**config.mk**
```make
export PLATFORM = sky130hd
export DESIGN_NAME = indexed_ordered_list
export DESIGN_NICKNAME = d
export VERILOG_FILES = /design/src/rtl/core/iol_pkg.sv /design/src/rtl/core/iol_ctrl.sv /design/src/rtl/core/iol_datapath.sv /design/src/rtl/core/indexed_ordered_list.sv
export SDC_FILE = /design/constraint.sdc
export NUM_CORES = 2
export LEC_CHECK = 0
export BUFFER_PORTS_ARGS = -buffer_cell sky130_fd_sc_hd__buf_2
export CAP_MARGIN = 20
export CORE_MARGIN = 8
export CORE_UTILIZATION = 32
export DETAILED_ROUTE_END_ITERATION = 8
export GPL_TIMING_DRIVEN = 0
export SYNTH_ARGS = -nofsm -noshare
export SYNTH_HDL_FRONTEND = slang
export SYNTH_SLANG_ARGS = --single-unit
```
**constraint.sdc**
```tcl
create_clock -name clk -period 6.1 [get_ports clk]
set_input_delay 0.61 -clock clk [delete_from_list [all_inputs] [get_ports clk]]
set_output_delay 0.61 -clock clk [all_outputs]
set_load 0.005 [all_outputs]
```
**src/rtl/core/iol_pkg.sv**
```systemverilog
// Shared constants, codes and control types for the indexed ordered list.
`timescale 1ns / 1ps
`default_nettype none

package iol_pkg;

  // Storage size and data width of the list.
  localparam int CAPACITY   = 16;
  localparam int WORD_WIDTH = 32;

  // Field widths of the request.
  localparam int CMD_W = 3;
  localparam int POS_W = 5;

  // Entry count holds 0..CAPACITY; an entry index holds 0..CAPACITY-1.
  localparam int CNT_W = $clog2(CAPACITY + 1);
  localparam int IDX_W = $clog2(CAPACITY);

  // Common width for comparing a position against a count or an index.
  localparam int CMP_W = (POS_W > CNT_W) ? POS_W : CNT_W;

  // Command codes.
  typedef enum logic [CMD_W-1:0] {
    CMD_GET     = 3'd0,
    CMD_SET     = 3'd1,
    CMD_INSERT  = 3'd2,
    CMD_REMOVE  = 3'd3,
    CMD_REVERSE = 3'd4
  } cmd_t;

  // Result status codes.
  typedef enum logic [1:0] {
    ST_OK    = 2'd0,
    ST_RANGE = 2'd1,
    ST_FULL  = 2'd2
  } stat_t;

  // Controller states.
  typedef enum logic [1:0] {
    S_IDLE = 2'd0,
    S_EXEC = 2'd1,
    S_REV  = 2'd2
  } state_t;

  // Commands from the controller to the datapath.
  typedef struct packed {
    logic load;
    logic exec;
    logic rev_step;
  } dp_ctrl_t;

  // Status from the datapath to the controller.
  typedef struct packed {
    logic out_free;
    logic rev_go;
    logic rev_last;
  } dp_stat_t;

endpackage

`default_nettype wire

```
**src/rtl/core/iol_ctrl.sv**
```systemverilog
// Controller state machine for the indexed ordered list.
`timescale 1ns / 1ps
`default_nettype none

module iol_ctrl (
  input  wire logic              clk,
  input  wire logic              rst_n,
  input  wire logic              in_valid,
  output logic                   in_stall,
  input  wire iol_pkg::dp_stat_t stat,
  output iol_pkg::dp_ctrl_t      ctrl
);
  import iol_pkg::*;

  state_t state_r;
  state_t state_nxt;

  // State register.
  always_ff @(posedge clk) begin
    if (!rst_n) begin
      state_r <= S_IDLE;
    end else begin
      state_r <= state_nxt;
    end
  end

  // Next state and datapath commands.
  always_comb begin
    state_nxt = state_r;
    ctrl      = '0;
    in_stall  = 1'b1;
    unique case (state_r)
      S_IDLE: begin
        in_stall = 1'b0;
        if (in_valid) begin
          ctrl.load = 1'b1;
          state_nxt = S_EXEC;
        end
      end
      S_EXEC: begin
        // A non-empty reverse only arms the readout counter, so it needs no free slot.
        if (stat.rev_go) begin
          ctrl.exec = 1'b1;
          state_nxt = S_REV;
        end else if (stat.out_free) begin
          ctrl.exec = 1'b1;
          state_nxt = S_IDLE;
        end
      end
      S_REV: begin
        if (stat.out_free) begin
          ctrl.rev_step = 1'b1;
          if (stat.rev_last) begin
            state_nxt = S_IDLE;
          end
        end
      end
      default: begin
        state_nxt = S_IDLE;
      end
    endcase
  end

endmodule

`default_nettype wire

```
**src/rtl/core/iol_datapath.sv**
```systemverilog
// Datapath of the indexed ordered list: entry cells, count, readout counter, result register.
`timescale 1ns / 1ps
`default_nettype none

module iol_datapath (
  input  wire logic                           clk,
  input  wire logic                           rst_n,
  input  wire iol_pkg::dp_ctrl_t              ctrl,
  output iol_pkg::dp_stat_t                   stat,
  input  wire logic [iol_pkg::CMD_W-1:0]      in_command,
  input  wire logic [iol_pkg::POS_W-1:0]      in_position,
  input  wire logic [iol_pkg::WORD_WIDTH-1:0] in_word_in,
  output logic                                out_valid,
  input  wire logic                           out_stall,
  output logic [iol_pkg::WORD_WIDTH-1:0]      out_word_out,
  output logic [1:0]                          out_status,
  output logic [iol_pkg::CNT_W-1:0]           out_entry_count,
  output logic                                out_last
);
  import iol_pkg::*;

  // Latched request.
  logic [CMD_W-1:0]      cmd_r;
  logic [POS_W-1:0]      pos_r;
  logic [WORD_WIDTH-1:0] word_r;

  // List state.
  logic [WORD_WIDTH-1:0] entries_r [CAPACITY];
  logic [CNT_W-1:0]      count_r;
  logic [CNT_W-1:0]      count_nxt;
  logic [CNT_W-1:0]      rev_cnt_r;

  // Result register.
  logic                  out_valid_r;
  logic [WORD_WIDTH-1:0] out_word_r;
  stat_t                 out_status_r;
  logic [CNT_W-1:0]      out_count_r;
  logic                  out_last_r;

  // Decode and read signals.
  logic [CMP_W-1:0]      pos_ext;
  logic [CMP_W-1:0]      cnt_ext;
  logic                  in_range;
  logic                  ins_pos_ok;
  logic                  full;
  logic [CNT_W-1:0]      rev_dec;
  logic [IDX_W-1:0]      rd_idx;
  logic [WORD_WIDTH-1:0] rd_word;
  logic [WORD_WIDTH-1:0] res_word;
  stat_t                 res_stat;
  logic                  do_set;
  logic                  do_ins;
  logic                  do_rem;
  logic                  rev_go;
  logic                  res_load;

  // Capture the request on acceptance.
  always_ff @(posedge clk) begin
    if (ctrl.load) begin
      cmd_r  <= in_command;
      pos_r  <= in_position;
      word_r <= in_word_in;
    end
  end

  // Range checks against the current count.
  assign pos_ext    = CMP_W'(pos_r);
  assign cnt_ext    = CMP_W'(count_r);
  assign in_range   = pos_ext < cnt_ext;
  assign ins_pos_ok = pos_ext <= cnt_ext;
  assign full       = count_r == CNT_W'(CAPACITY);

  // Single read port: the addressed entry, or the next one of the reverse readout.
  assign rev_dec = rev_cnt_r - CNT_W'(1);
  assign rd_idx  = ctrl.rev_step ? rev_dec[IDX_W-1:0] : pos_ext[IDX_W-1:0];
  assign rd_word = entries_r[rd_idx];

  // Command decode and result of a single-result command.
  always_comb begin
    res_word = '0;
    res_stat = ST_OK;
    do_set   = 1'b0;
    do_ins   = 1'b0;
    do_rem   = 1'b0;
    unique case (cmd_r)
      CMD_GET: begin
        if (in_range) begin
          res_word = rd_word;
        end else begin
          res_stat = ST_RANGE;
        end
      end
      CMD_SET: begin
        if (in_range) begin
          do_set = 1'b1;
        end else begin
          res_stat = ST_RANGE;
        end
      end
      CMD_INSERT: begin
        if (!ins_pos_ok) begin
          res_stat = ST_RANGE;
        end else if (full) begin
          res_stat = ST_FULL;
        end else begin
          do_ins = 1'b1;
        end
      end
      CMD_REMOVE: begin
        if (in_range) begin
          res_word = rd_word;
          do_rem   = 1'b1;
        end else begin
          res_stat = ST_RANGE;
        end
      end
      CMD_REVERSE: begin
        // An empty list gives one zero result; otherwise the readout takes over.
      end
      default: begin
        res_stat = ST_RANGE;
      end
    endcase
  end

  assign rev_go   = (cmd_r == CMD_REVERSE) && (count_r != '0);
  assign res_load = ctrl.exec && !rev_go;

  // Count after the command.
  always_comb begin
    count_nxt = count_r;
    if (do_ins) begin
      count_nxt = count_r + CNT_W'(1);
    end else if (do_rem) begin
      count_nxt = count_r - CNT_W'(1);
    end
  end

  always_ff @(posedge clk) begin
    if (!rst_n) begin
      count_r <= '0;
    end else if (ctrl.exec) begin
      count_r <= count_nxt;
    end
  end

  // Entry cells: each one shifts up, shifts down or takes the new word.
  for (genvar i = 0; i < CAPACITY; i++) begin : g_cell
    logic [WORD_WIDTH-1:0] below;
    logic [WORD_WIDTH-1:0] above;
    logic [CMP_W-1:0]      idx;

    assign idx = CMP_W'(i);

    if (i == 0) begin : g_first
      assign below = word_r;
    end else begin : g_inner_lo
      assign below = entries_r[i-1];
    end

    if (i == CAPACITY - 1) begin : g_top
      assign above = entries_r[i];
    end else begin : g_inner_hi
      assign above = entries_r[i+1];
    end

    always_ff @(posedge clk) begin
      if (ctrl.exec) begin
        if (do_set && (pos_ext == idx)) begin
          entries_r[i] <= word_r;
        end else if (do_ins) begin
          if (pos_ext == idx) begin
            entries_r[i] <= word_r;
          end else if (pos_ext < idx) begin
            entries_r[i] <= below;
          end
        end else if (do_rem && (idx >= pos_ext)) begin
          entries_r[i] <= above;
        end
      end
    end
  end

  // Reverse readout counter: entries still to emit.
  always_ff @(posedge clk) begin
    if (!rst_n) begin
      rev_cnt_r <= '0;
    end else if (ctrl.exec && rev_go) begin
      rev_cnt_r <= count_r;
    end else if (ctrl.rev_step) begin
      rev_cnt_r <= rev_dec;
    end
  end

  // Result register valid flag.
  always_ff @(posedge clk) begin
    if (!rst_n) begin
      out_valid_r <= 1'b0;
    end else if (res_load || ctrl.rev_step) begin
      out_valid_r <= 1'b1;
    end else if (!out_stall) begin
      out_valid_r <= 1'b0;
    end
  end

  // Result register payload.
  always_ff @(posedge clk) begin
    if (res_load) begin
      out_word_r   <= res_word;
      out_status_r <= res_stat;
      out_count_r  <= count_nxt;
      out_last_r   <= 1'b1;
    end else if (ctrl.rev_step) begin
      out_word_r   <= rd_word;
      out_status_r <= ST_OK;
      out_count_r  <= count_r;
      out_last_r   <= rev_cnt_r == CNT_W'(1);
    end
  end

  // Status to the controller.
  assign stat.out_free = !out_valid_r || !out_stall;
  assign stat.rev_go   = rev_go;
  assign stat.rev_last = rev_cnt_r == CNT_W'(1);

  assign out_valid       = out_valid_r;
  assign out_word_out    = out_word_r;
  assign out_status      = out_status_r;
  assign out_entry_count = out_count_r;
  assign out_last        = out_last_r;

endmodule

`default_nettype wire

```
**src/rtl/core/indexed_ordered_list.sv**
```systemverilog
// Top level of the indexed ordered list: controller, datapath and checks.
`timescale 1ns / 1ps
`default_nettype none

// Bounded ordered list of CAPACITY words addressed by position. Each request
// carries a command: get, set, insert, remove or reverse readout. Get, set,
// insert and remove pass through two steps: one accepts the request and one
// executes it, in which the entry cells shift up or down in parallel for
// insert and remove; the single result then waits in an output register, so
// the next request can be accepted while it is still stalled. A reverse
// readout emits one entry per cycle while the output is not stalled, through
// the single read port of the entry array, last flagged on entry 0; an empty
// list gives one zero result. Output stalls hold the readout. Every result
// carries the entry count after its command.
module indexed_ordered_list (
  input  wire logic                           clk,
  input  wire logic                           rst_n,
  input  wire logic                           in_valid,
  output logic                                in_stall,
  input  wire logic [iol_pkg::CMD_W-1:0]      in_command,
  input  wire logic [iol_pkg::POS_W-1:0]      in_position,
  input  wire logic [iol_pkg::WORD_WIDTH-1:0] in_word_in,
  output logic                                out_valid,
  input  wire logic                           out_stall,
  output logic [iol_pkg::WORD_WIDTH-1:0]      out_word_out,
  output logic [1:0]                          out_status,
  output logic [iol_pkg::CNT_W-1:0]           out_entry_count,
  output logic                                out_last
);
  import iol_pkg::*;

  dp_ctrl_t ctrl;
  dp_stat_t stat;

  // Sequencing of requests.
  iol_ctrl u_ctrl (
    .clk      (clk),
    .rst_n    (rst_n),
    .in_valid (in_valid),
    .in_stall (in_stall),
    .stat     (stat),
    .ctrl     (ctrl)
  );

  // Entry storage and result formation.
  iol_datapath u_datapath (
    .clk             (clk),
    .rst_n           (rst_n),
    .ctrl            (ctrl),
    .stat            (stat),
    .in_command      (in_command),
    .in_position     (in_position),
    .in_word_in      (in_word_in),
    .out_valid       (out_valid),
    .out_stall       (out_stall),
    .out_word_out    (out_word_out),
    .out_status      (out_status),
    .out_entry_count (out_entry_count),
    .out_last        (out_last)
  );

`ifndef SYNTH
  // The count reported never exceeds the capacity.
  a_count_bound: assert property (@(posedge clk) disable iff (!rst_n)
    out_valid |-> (out_entry_count <= CNT_W'(CAPACITY)))
    else $error("entry count above capacity");

  // A full status only appears when the list is at capacity.
  a_full_count: assert property (@(posedge clk) disable iff (!rst_n)
    (out_valid && (out_status == ST_FULL)) |-> (out_entry_count == CNT_W'(CAPACITY)))
    else $error("full status with list not full");

  // A result that is not the last belongs to a readout of a non-empty list.
  a_not_last: assert property (@(posedge clk) disable iff (!rst_n)
    (out_valid && !out_last) |-> ((out_status == ST_OK) && (out_entry_count != '0)))
    else $error("non-final result outside a reverse readout");

  // An accepted request blocks the next one.
  a_one_at_a_time: assert property (@(posedge clk) disable iff (!rst_n)
    (in_valid && !in_stall) |=> in_stall)
    else $error("request accepted while another is in progress");
`endif

endmodule

`default_nettype wire
```
==> results.md <==
- Status: finished clean
- Vias in the first global route: 30,100
- Leakage: 14.7 nW
- Sink Count: 605
- Core Area: 111,000 sq um
- Final setup violating endpoints: 0
- Worst-path clk slew: 0.06 ns
- Ys Warns: 0
- Relative slew margins: 14.0%
- Worst Path Class, Setup: reg -> reg
- Initial antenna violation count: 11
- Dpl ws: 0.617 ns
- Postcts setup bufs: 0
- Critical Path Sink Type: register
- Mapped Cells: 3,350
- Die footprint: 123,000 sq um
- Asr flop ratio synth: 0%
- Tcrit/Tclk final: 94.4%
- Layout cells sized above 1: 16.6%
- Crit path time final: 5.76 ns
- #FFs+latches synth: 605
- Critical path capture point: u_datapath.entries_r[14][17]$_DFFE_PP_
- WP data arrival: 6.10 ns
- Mapped cell area: 35,800 sq um
- Crit-path max FO: 10
- Placer Congestion: 0.969
- Synth unique cells: 70
- Post-synth EDFFs: 591
- Post-Route WL: 153,000 um
- Post-synthesis sequential area ratio: 50.4%
- CP max stage delay: 0.69 ns
- Maximum vdd drop: 0.180 mV
- Dpl cells: 4,984
- Root buffer cell: clkbuf_16
- Reg-to-reg endpoint: u_datapath.entries_r[14][17]$_DFFE_PP_
- Post-Syn Nets: 3,404
- Worst setup margin: 0.341 ns
- Clock Latency Late Sink: 0.66 ns
- Initial core utilization: 32.3%
- Die height: 350 um
- Gr ovfl total: 0
- I/O Pins: 86
- Worst-Margin Slew: 1.29 ns
- Max H-tree Level: 3
- Nets: 3,625
- CP max stage cell: nand4_1
- CTS hold repair buffers: 0
- GRT Util Overall: 23.9%
- Slack of the worst reg-to-reg path: 0.34 ns
- Worst Reg-to-Reg Cells: 13
- Pre-antenna DRT Iters: 9
- RR Startpoint: u_datapath.cnt_ext[1]$_SDFFE_PN0P_
- Ys flop type: edfxtp_1
- Worst hold-check path type: in -> reg
- Power density cells: 242 nW/um^2
- DR vias: 31,200
- Die X: 350 um
- Fmax: 174 MHz
- HPWL after DPL: 108,000 um
- Worst endpoint required time: 6.45 ns
- Crit-path cells: inv_1 > ha_1 > nor2b_1 > o31ai_2 > a21o_1 > clkbuf_1 > clkbuf_1 > nand4_1 > clkbuf_1 > o211ai_1 > buf_4 > buf_4 > buf_4
- Clock tree buffer depth: 3
- CTS tree: built
- # Max-Cap Violations: 0
- RSZ-0062 raised after global routing: no
- Row Count: 122
- Finished Core Util: 37.3%
- Cts bufs inserted: 73
- Post-CTS sizing: 0
- Clock skew: 0.0346 ns
- Max Slew Vio Count: 0
- Commonest non-fill, non-tap cell in the layout: edfxtp_1
- Vias per inst: 6.10
- Routed len/inst: 30.0 um
- Largest net degree at the start of global routing: 41
- Synthesized area per cell: 10.7 sq um
- Worst Setup SP: u_datapath.cnt_ext[1]$_SDFFE_PN0P_
- First-pass GRT wire length: 215,000 um
- Most frequent cells in the layout: 591 x edfxtp_1, 510 x nand2_1, 392 x mux2i_1
- Worst setup SP type: register
- Synth-to-layout area growth: 15.6%
- Non-filler cells, final: 5,115
- Starting DRT DRC Count: 4,991
- Hold Vio Cnt, Final: 0
- Drc violations: 0
- Antenna Nets Post-Route: 0
- Port bufs: 85
[state kept, by name, summed over array words and instances, names as in the netlist]
register,flops
u_ctrl.state_r,2
u_datapath.cmd_r,3
u_datapath.cnt_ext,5
u_datapath.entries_r,512
u_datapath.g_cell.below,32
u_datapath.out_entry_count,5
u_datapath.out_last,1
u_datapath.out_status,2
u_datapath.out_valid,1
u_datapath.out_word_out,32
u_datapath.pos_ext,5
u_datapath.rev_cnt_r,5
[metal layers]
metal	routed length (um)	share of wire (%)	GRT usage (%)	vias up
met1	57600	38	30.0	15200
met3	19600	13	7.70	603
met5	308	0.20	1.69	-
met4	8780	5.7	12.2	12
li1	-	-	-	13000
met2	67100	44	36.6	2371
[synthesized netlist by cell type, types with 4 or more instances]
| master | number | area share (%) |
|---|---|---|
| clkbuf_1 | 216 | 2.3 |
| buf_6 | 8 | 0.25 |
| mux2_1 | 8 | 0.25 |
| o22ai_1 | 65 | 1.1 |
| nand2b_1 | 4 | 0.070 |
| buf_2 | 66 | 0.92 |
| nor2_1 | 127 | 1.3 |
| a211oi_1 | 68 | 1.4 |
| a32o_1 | 33 | 0.92 |
| and2_1 | 7 | 0.12 |
| nand3_1 | 18 | 0.25 |
| o21ai_1 | 27 | 0.38 |
| mux2i_1 | 392 | 11 |
| a311o_1 | 32 | 0.90 |
| o21ai_0 | 299 | 4.2 |
| a21oi_1 | 79 | 1.1 |
| o21a_1 | 4 | 0.084 |
| buf_4 | 5 | 0.10 |
| and3_1 | 8 | 0.14 |
| nand4_1 | 38 | 0.66 |
| a31oi_1 | 36 | 0.63 |
| nor3_1 | 10 | 0.14 |
| mux2_2 | 242 | 7.6 |
| or3_1 | 6 | 0.10 |
| o22a_1 | 33 | 0.81 |
| a22oi_1 | 33 | 0.69 |
| nor4_4 | 4 | 0.24 |
| edfxtp_1 | 591 | 50 |
| ha_1 | 10 | 0.35 |
| o211ai_1 | 100 | 2.1 |
| nand2_1 | 511 | 5.4 |
| xnor2_1 | 5 | 0.12 |
| inv_1 | 110 | 1.2 |
| buf_1 | 11 | 0.12 |
| dfxtp_1 | 14 | 0.78 |
| nor2b_1 | 71 | 1.2 |
[cell type report]
type	instances	area, sq um
antenna	3	7.51
buffer	306	1310
clock buffer	88	1950
clock inverter	40	380
fill	11100	69500
inverter	111	417
multi-input combinational	2328	16200
sequential	605	18000
tap	1488	1860
timing repair buffer	146	1200
[worst max-delay path, delay by kind of cell, from the launching register on]
family | cells | cell delay (ns)
AOI/OAI and AO/OA | 3 | 1.33
adders and majority gates | 1 | 0.33
buffers and inverters | 7 | 2.49
DFF | 1 | 0.46
and+or+nand+nor | 2 | 0.84
[logic make-up after synthesis]
kind of cell / after synthesis / synth area share, %
AOI/OAI and AO/OA: 841 / 15.2
DFF: 605 / 50.4
xor gates and xnor gates: 8 / 0.196
buffers and inverters: 417 / 4.83
and+or+nand+nor: 827 / 10.2
muxes: 642 / 18.8
adders and majority gates: 10 / 0.350
[metrics by stage]
stage	hold WS, ns	power, mW	area (sq um)	TNS (ns)
3_3_place_gp	0.488	5.61	38100	-1234.11
4_1_cts	0.112	10.0	41300	0
3_5_place_dp	0.502	5.64	39000	0
5_1_grt	0.133	10.2	41300	0
6_report	0.131	10.0	41300	0
2_1_floorplan	0.463	5.28	35800	0
[where the power goes]
part           total, mW  switching [mW]  internal (mW)  leakage (nW)
combinational      0.895           0.577          0.318          8.13
sequential          4.69          0.0535           4.63          5.47
clock               4.43            1.90           2.53          1.13
[worst min path at each step]
stage	to	slack (ns)	cells after the start	start
after detailed placement	u_datapath.out_last$_SDFFE_PP1P_	0.50	2	u_datapath.out_last$_SDFFE_PP1P_
after CTS	u_datapath.g_cell[0].below[28]$_DFFE_PP_	0.11	1	in_word_in[28]
after global routing	u_datapath.g_cell[0].below[28]$_DFFE_PP_	0.13	1	in_word_in[28]
after floorplan	u_ctrl.state_r[0]$_SDFFE_PN0P_	0.46	1	u_ctrl.state_r[1]$_SDFFE_PN0P_
after global placement	u_datapath.rev_cnt_r[4]$_SDFFE_PN0P_	0.49	2	u_datapath.rev_cnt_r[4]$_SDFFE_PN0P_
final	u_datapath.g_cell[0].below[1]$_DFFE_PP_	0.13	1	in_word_in[1]
No activity file was read; power rests on OpenSTA's default activity.
